## config.mk

```make
export PLATFORM = sky130hd
export DESIGN_NAME = idea_kmem
export DESIGN_NICKNAME = d
export VERILOG_FILES = /design/src/rtl/idea_pkg.sv /design/src/rtl/idea_kmem.sv
export SDC_FILE = /design/constraint.sdc
export NUM_CORES = 2
export LEC_CHECK = 0
export ABC_CLOCK_PERIOD_IN_PS = 11600
export BUFFER_PORTS_ARGS = -buffer_cell sky130_fd_sc_hd__clkbuf_2
export CAP_MARGIN = 20
export CORE_ASPECT_RATIO = 0.75
export CORE_MARGIN = 5
export CORE_UTILIZATION = 60
export DETAILED_ROUTE_END_ITERATION = 8
export PLACE_DENSITY = 0.77
export SKIP_LAST_GASP = 1
export SYNTH_ARGS = -nofsm -noshare
export SYNTH_HDL_FRONTEND = slang
export SYNTH_SLANG_ARGS = --single-unit
```

## constraint.sdc

```tcl
create_clock -name clk -period 11.6 [get_ports clk]
set_input_delay 1.16 -clock clk [delete_from_list [all_inputs] [get_ports clk]]
set_output_delay 1.16 -clock clk [all_outputs]
set_load 0.01 [all_outputs]
```

## src/rtl/idea_pkg.sv

```systemverilog
// shared types, constants and arithmetic helpers for the idea cipher block
package idea_pkg;

    localparam int ROUND_COUNT  = 8;
    localparam int SUBKEY_TOTAL = 52;
    localparam int ROW_COUNT    = ROUND_COUNT + 1;
    localparam int KMEM_DEPTH   = 2 * ROW_COUNT;
    localparam int KMEM_AW      = $clog2(KMEM_DEPTH);
    localparam int ROW_W        = $clog2(ROW_COUNT);
    localparam int SK_IDX_W     = $clog2(SUBKEY_TOTAL);

    // register indexes of the configuration port
    localparam int               CFG_IDX_W     = 2;
    localparam logic [CFG_IDX_W-1:0] REG_KEY_HIGH  = 2'd0;
    localparam logic [CFG_IDX_W-1:0] REG_KEY_LOW   = 2'd1;
    localparam logic [CFG_IDX_W-1:0] REG_DIRECTION = 2'd2;

    typedef logic [5:0][15:0]              row_t;
    typedef logic [SUBKEY_TOTAL-1:0][15:0] sk_arr_t;

    typedef struct packed {
        logic               en;
        logic [KMEM_AW-1:0] addr;
        row_t               data;
    } kmem_wr_t;

    typedef enum logic [2:0] {
        KS_IDLE,
        KS_FWD,
        KS_INVA,
        KS_INVB,
        KS_WINV
    } ks_state_t;

    typedef enum logic [2:0] {
        ST_IDLE,
        ST_READ,
        ST_MIX,
        ST_MUL,
        ST_ADD,
        ST_DONE
    } rnd_state_t;

    // multiplication mod 65537, a zero word stands for 65536
    function automatic logic [15:0] mul_mod(input logic [15:0] a, input logic [15:0] b);
        logic [31:0] p;
        logic [15:0] lo;
        logic [15:0] hi;
        logic [15:0] r;
        p  = {16'd0, a} * {16'd0, b};
        lo = p[15:0];
        hi = p[31:16];
        if (a == 16'd0)
            r = 16'd1 - b;
        else if (b == 16'd0)
            r = 16'd1 - a;
        else
            r = lo - hi + {15'd0, (lo < hi)};
        return r;
    endfunction

    function automatic logic [15:0] neg_mod(input logic [15:0] a);
        return 16'd0 - a;
    endfunction

    // all forward subkeys: word i%8 of the key rotated left by 25*(i/8), modulo 128
    function automatic sk_arr_t fwd_keys(input logic [127:0] key);
        sk_arr_t      sk;
        logic [255:0] dbl;
        logic [127:0] rot;
        logic [127:0] sh;
        for (int i = 0; i < SUBKEY_TOTAL; i++) begin
            dbl   = {key, key} << ((25 * (i >> 3)) % 128);
            rot   = dbl[255:128];
            sh    = rot >> (16 * (7 - (i & 7)));
            sk[i] = sh[15:0];
        end
        return sk;
    endfunction

endpackage

```

## src/rtl/idea_kmem.sv

```systemverilog
// subkey memory: one row of six subkeys per round, forward rows then inverse rows
module idea_kmem (
    input  logic                        clk,
    input  idea_pkg::kmem_wr_t          wr,
    input  logic                        rd_en,
    input  logic [idea_pkg::KMEM_AW-1:0] rd_addr,
    output idea_pkg::row_t              rd_data
);
    import idea_pkg::*;

    row_t mem [KMEM_DEPTH];
    row_t rd_data_reg;

    always_ff @(posedge clk)
    begin
        if (wr.en)
        begin
            mem[wr.addr] <= wr.data;
        end
        if (rd_en)
        begin
            rd_data_reg <= mem[rd_addr];
        end
    end

    assign rd_data = rd_data_reg;

endmodule

```

Word level (Yosys, flattened, before mapping)
Memories as Yosys holds them, arrays and structs flattened. A register that Yosys moved wholly into a read port is not among the register bits.
Index checks and enable logic that the tools add are counted.
{ "totals": {"latchBits": 0, "n_memories": 1, "in_bits": 109, "ff_bits": 0, "wordCells": 3, "mem_bits_ro": 0, "mem_bits_rw": 1728, "output_inout_bits": 96} }
{ "memory_table": {"columns": ["name", "words", "word_bits", "read_ports", "rd_clocked_by_memory_dff", "write_ports", "line", "source"], "rows": [
  ["mem", 18, 96, 1, 1, 1, "idea_kmem.sv:11", "row_t mem [KMEM_DEPTH];"]
]} }
{ "op_classes": {"shift": 0, "eq_ne": 0, "mux": 2, "magnitude_cmp": 0, "n_div": 0, "multipliers": 0, "bitwise": 0, "reduce_logical": 0, "n_addsub": 0} }
{ "ops": {"columns": ["operator", "n"], "rows": [
  ["$mux 1", 2]
]} }

Logic depth before layout (Yosys ltp)
{ "logic_depth": {"ltp_word": 2, "depth_mapped": 8} }

Worst setup path before layout
No wires, ideal clock.
{ "synth_timing": {"path_kind": "input-to-reg", "from": "input port wr[98] in the netlist's numbering", "to": "memory mem[17][0] in the netlist's numbering, enable pin", "required_ns": 10.913, "cell_stages": 4, "setup_time_ns": 0.687, "setup_slack_ns": 2.405, "n_path_buf": 1, "arrival_ns": 8.507, "path_cell_list": "clkbuf_1 -> nor2_1 -> nand3_1 -> nor3b_1"} }
{ "synth_lines": {"columns": ["element", "line", "source"], "rows": [
  ["start: declaration", "idea_kmem.sv:4", "input idea_pkg::kmem_wr_t wr,"],
  ["end: declaration", "idea_kmem.sv:11", null]
]} }
Straight into the memory's write port.

==> metrics.txt <==
Num Clock Sinks 1,824; DP Cell Count 4,686; max_slew headroom 0.1424; CP max stage delay 980 ps; Syn. warnings 0; Max VDD drop 0.1250 mV; Starting Density 0.6050; post-synthesis cell count 3,087; Die ar. 121,600 µm²; # IOs 205; fraction of layout instances using a drive strength above 1 0.2545; Overall Power 13.24 mW; TritonRoute pass-1 iters 5; port buffer count 204; share of Yosys cell area claimed by the top area cell type 0.7965; startpoint types input pin; initial antenna violation count 23; slowest cell on the critical path buf_4; Final min period 4383 ps; Avg Cell Area, Syn 22.28 µm²; sequential-to-total area share from yosys stat 0.7965; most common cell after layout, fill and taps aside edfxtp_1; largest net degree at the start of global routing 175; clock transition at the registers of the reported paths 60 ps; post-cts sizing count 0; DIE HEIGHT 303.2 µm; Tightest Pin Transition 1286 ps; fmax 228.1 MHz; Final GP Congestion 0.7333; Final Skew 24.94 ps; sequential power share 0.559; Max H-tree Level 4; family with the most delay on the worst path buffers and inverters; setup TNS 0 ps; Final period util 0.3779; Yosys top cell by area edfxtp_1; first-pass GRT wire length 227,700 µm; most frequent cells in the layout 1,824 x edfxtp_1, 288 x mux4_2, 288 x mux2i_1; vias per std cell 6.537; core footprint 113,700 µm²; Logic pwr share 0.045; HPWL Detailed 71,310 µm; Unique masters post-synth 22; Die W 400.9 µm; gr ovfl total 0; vias in the first global route 33.77k; Power Internal 10.52 mW; fin area 76,620 µm²; min-delay worst type flop to flop; drc violations 0; final setup margin 7217 ps; Seq cells post-synth 1,824; later-pin clock latency in the skew report 780 ps; Hold Fails Final Rpt 0; CP arrival 4860 ps; Setup crit end kind flop; setup violators final 0; Clock Tree Root clkbuf_16; syn nets 3,196; Hold-fix buffers, CTS 0; Buffers & Inverters on Critical Path 3; DRC marker count from the first detailed-route iteration 3,697; DP Worst Slack 6524 ps; Mapped Area 68,770 µm²; TritonCTS Buffers 162; worst-case clock buffer depth 3; number of flip-flops in the largest register 1,728; CTS tree built; Max-cap violations 0; PwrDens 172.8 nW/µm²; Rows 107; vias post-DR 32.66k; Net Sw Power 2.716 mW; outcome finished, final reports clean; Post-CTS Setup Bufs 0; CP Data Required Time 12,070 ps; Layout Nets 3,433; leakage 24.77 nW; Layout Cells excl Fill 4,996; wire length per cell 31.10 µm; global-route usage over all layers 0.2587; CP Class input pin to flop; sw frac 0.2052; CP Cell Sequence buf_8, buf_12, buf_4, mux4_2, mux2i_1, o211ai_1; WL final 155,400 µm; Slew Viols, Final 0; RSZ-0062 raised after global routing false; Synth-to-Final Area Change 11.42%; Synth area leaders edfxtp_1 80%, mux4_2 9.4%, mux2i_1 4.2%, mux2_2 1.6%, a221oi_1 1.2%; Max FO, Critical Path 174; Post-DP Area 71,430 µm²; DRT antenna net count 0; clock share of power 0.396
synthesized netlist by cell type:
cell type	n
nor2_1	14
nor3_1	5
nand2b_1	3
nor2b_1	2
buf_1	3
nand2_1	98
buf_4	18
nand3b_1	2
buf_6	21
clkbuf_1	48
o211ai_1	96
nand3_1	2
a221oi_1	96
edfxtp_1	1824
mux4_2	288
and2_1	1
mux2_2	96
nor3b_1	1
o21ai_1	96
or2_1	1
buf_2	84
mux2i_1	288
worst register-to-register path, cell delays in order (launching register included):
cell and delay [ps]:
edfxtp_1 380, mux4_2 500, mux2i_1 340, o211ai_1 160
area by class of cell:
cell class	instances	area, µm²
clock buffers	194	4259
multi-input cells	1089	13150
flip-flops and latches	1824	54770
well taps	1526	1909
diodes	16	40.04
clock inverters	100	889.6
fillers	6865	37040
repair buffers	247	1599
power groups by stage:
| stage | clock network [mW] | registers (mW) | logic (mW) |
|---|---|---|---|
| after floorplan | 0 | 7.54 | 0.343 |
| after global placement | 0 | 7.53 | 0.582 |
| after detailed placement | 0 | 7.54 | 0.602 |
| after CTS | 5.31 | 7.40 | 0.606 |
| after global routing | 5.61 | 7.40 | 0.643 |
| final | 5.24 | 7.40 | 0.600 |
per-layer routing:
| metal | part of all wire | GRT usage | vias to the layer above |
|---|---|---|---|
| met4 | 0.025 | 0.08281 | 12 |
| met5 | 0.00059 | 0 | - |
| met2 | 0.50 | 0.4260 | 1743 |
| li1 | - | - | 13470 |
| met1 | 0.38 | 0.3564 | 17180 |
| met3 | 0.095 | 0.05420 | 252 |
through the flow:
stage | hold WS [ps] | util
5_1_grt | 705.1 | 0.6740
4_1_cts | 690.2 | 0.6738
3_3_place_gp | 660.8 | 0.6282
2_1_floorplan | 638.3 | -
3_5_place_dp | 673.5 | 0.6285
6_report | 685.3 | 0.6741
logic make-up (layout without fill, tap and decap cells):
group / count (synthesis) / after routing / share of synthesized area
multiplexers: 672 / 672 / 0.1520
flip-flops: 1824 / 1824 / 0.7965
other: 0 / 16 / 0
AO/OA/AOI/OAI: 288 / 288 / 0.02969
AND/OR/NAND/NOR: 129 / 129 / 0.007587
buffers and inverters: 174 / 541 / 0.01430
worst paths after layout:
| path | slack, ps | start | to | cells after the start |
|---|---|---|---|---|
| worst min-delay path | 690 | mem[16][62] | rd_data[62] | 3 |
| worst max register to register | 9900 | mem[14][10] | rd_data[10] | 3 |
| worst max-delay path | 7220 | rd_addr[2] | rd_data[86] | 6 |
| worst min register to register | 690 | mem[16][62] | rd_data[62] | 3 |
Power figures use the tool's default switching activity.
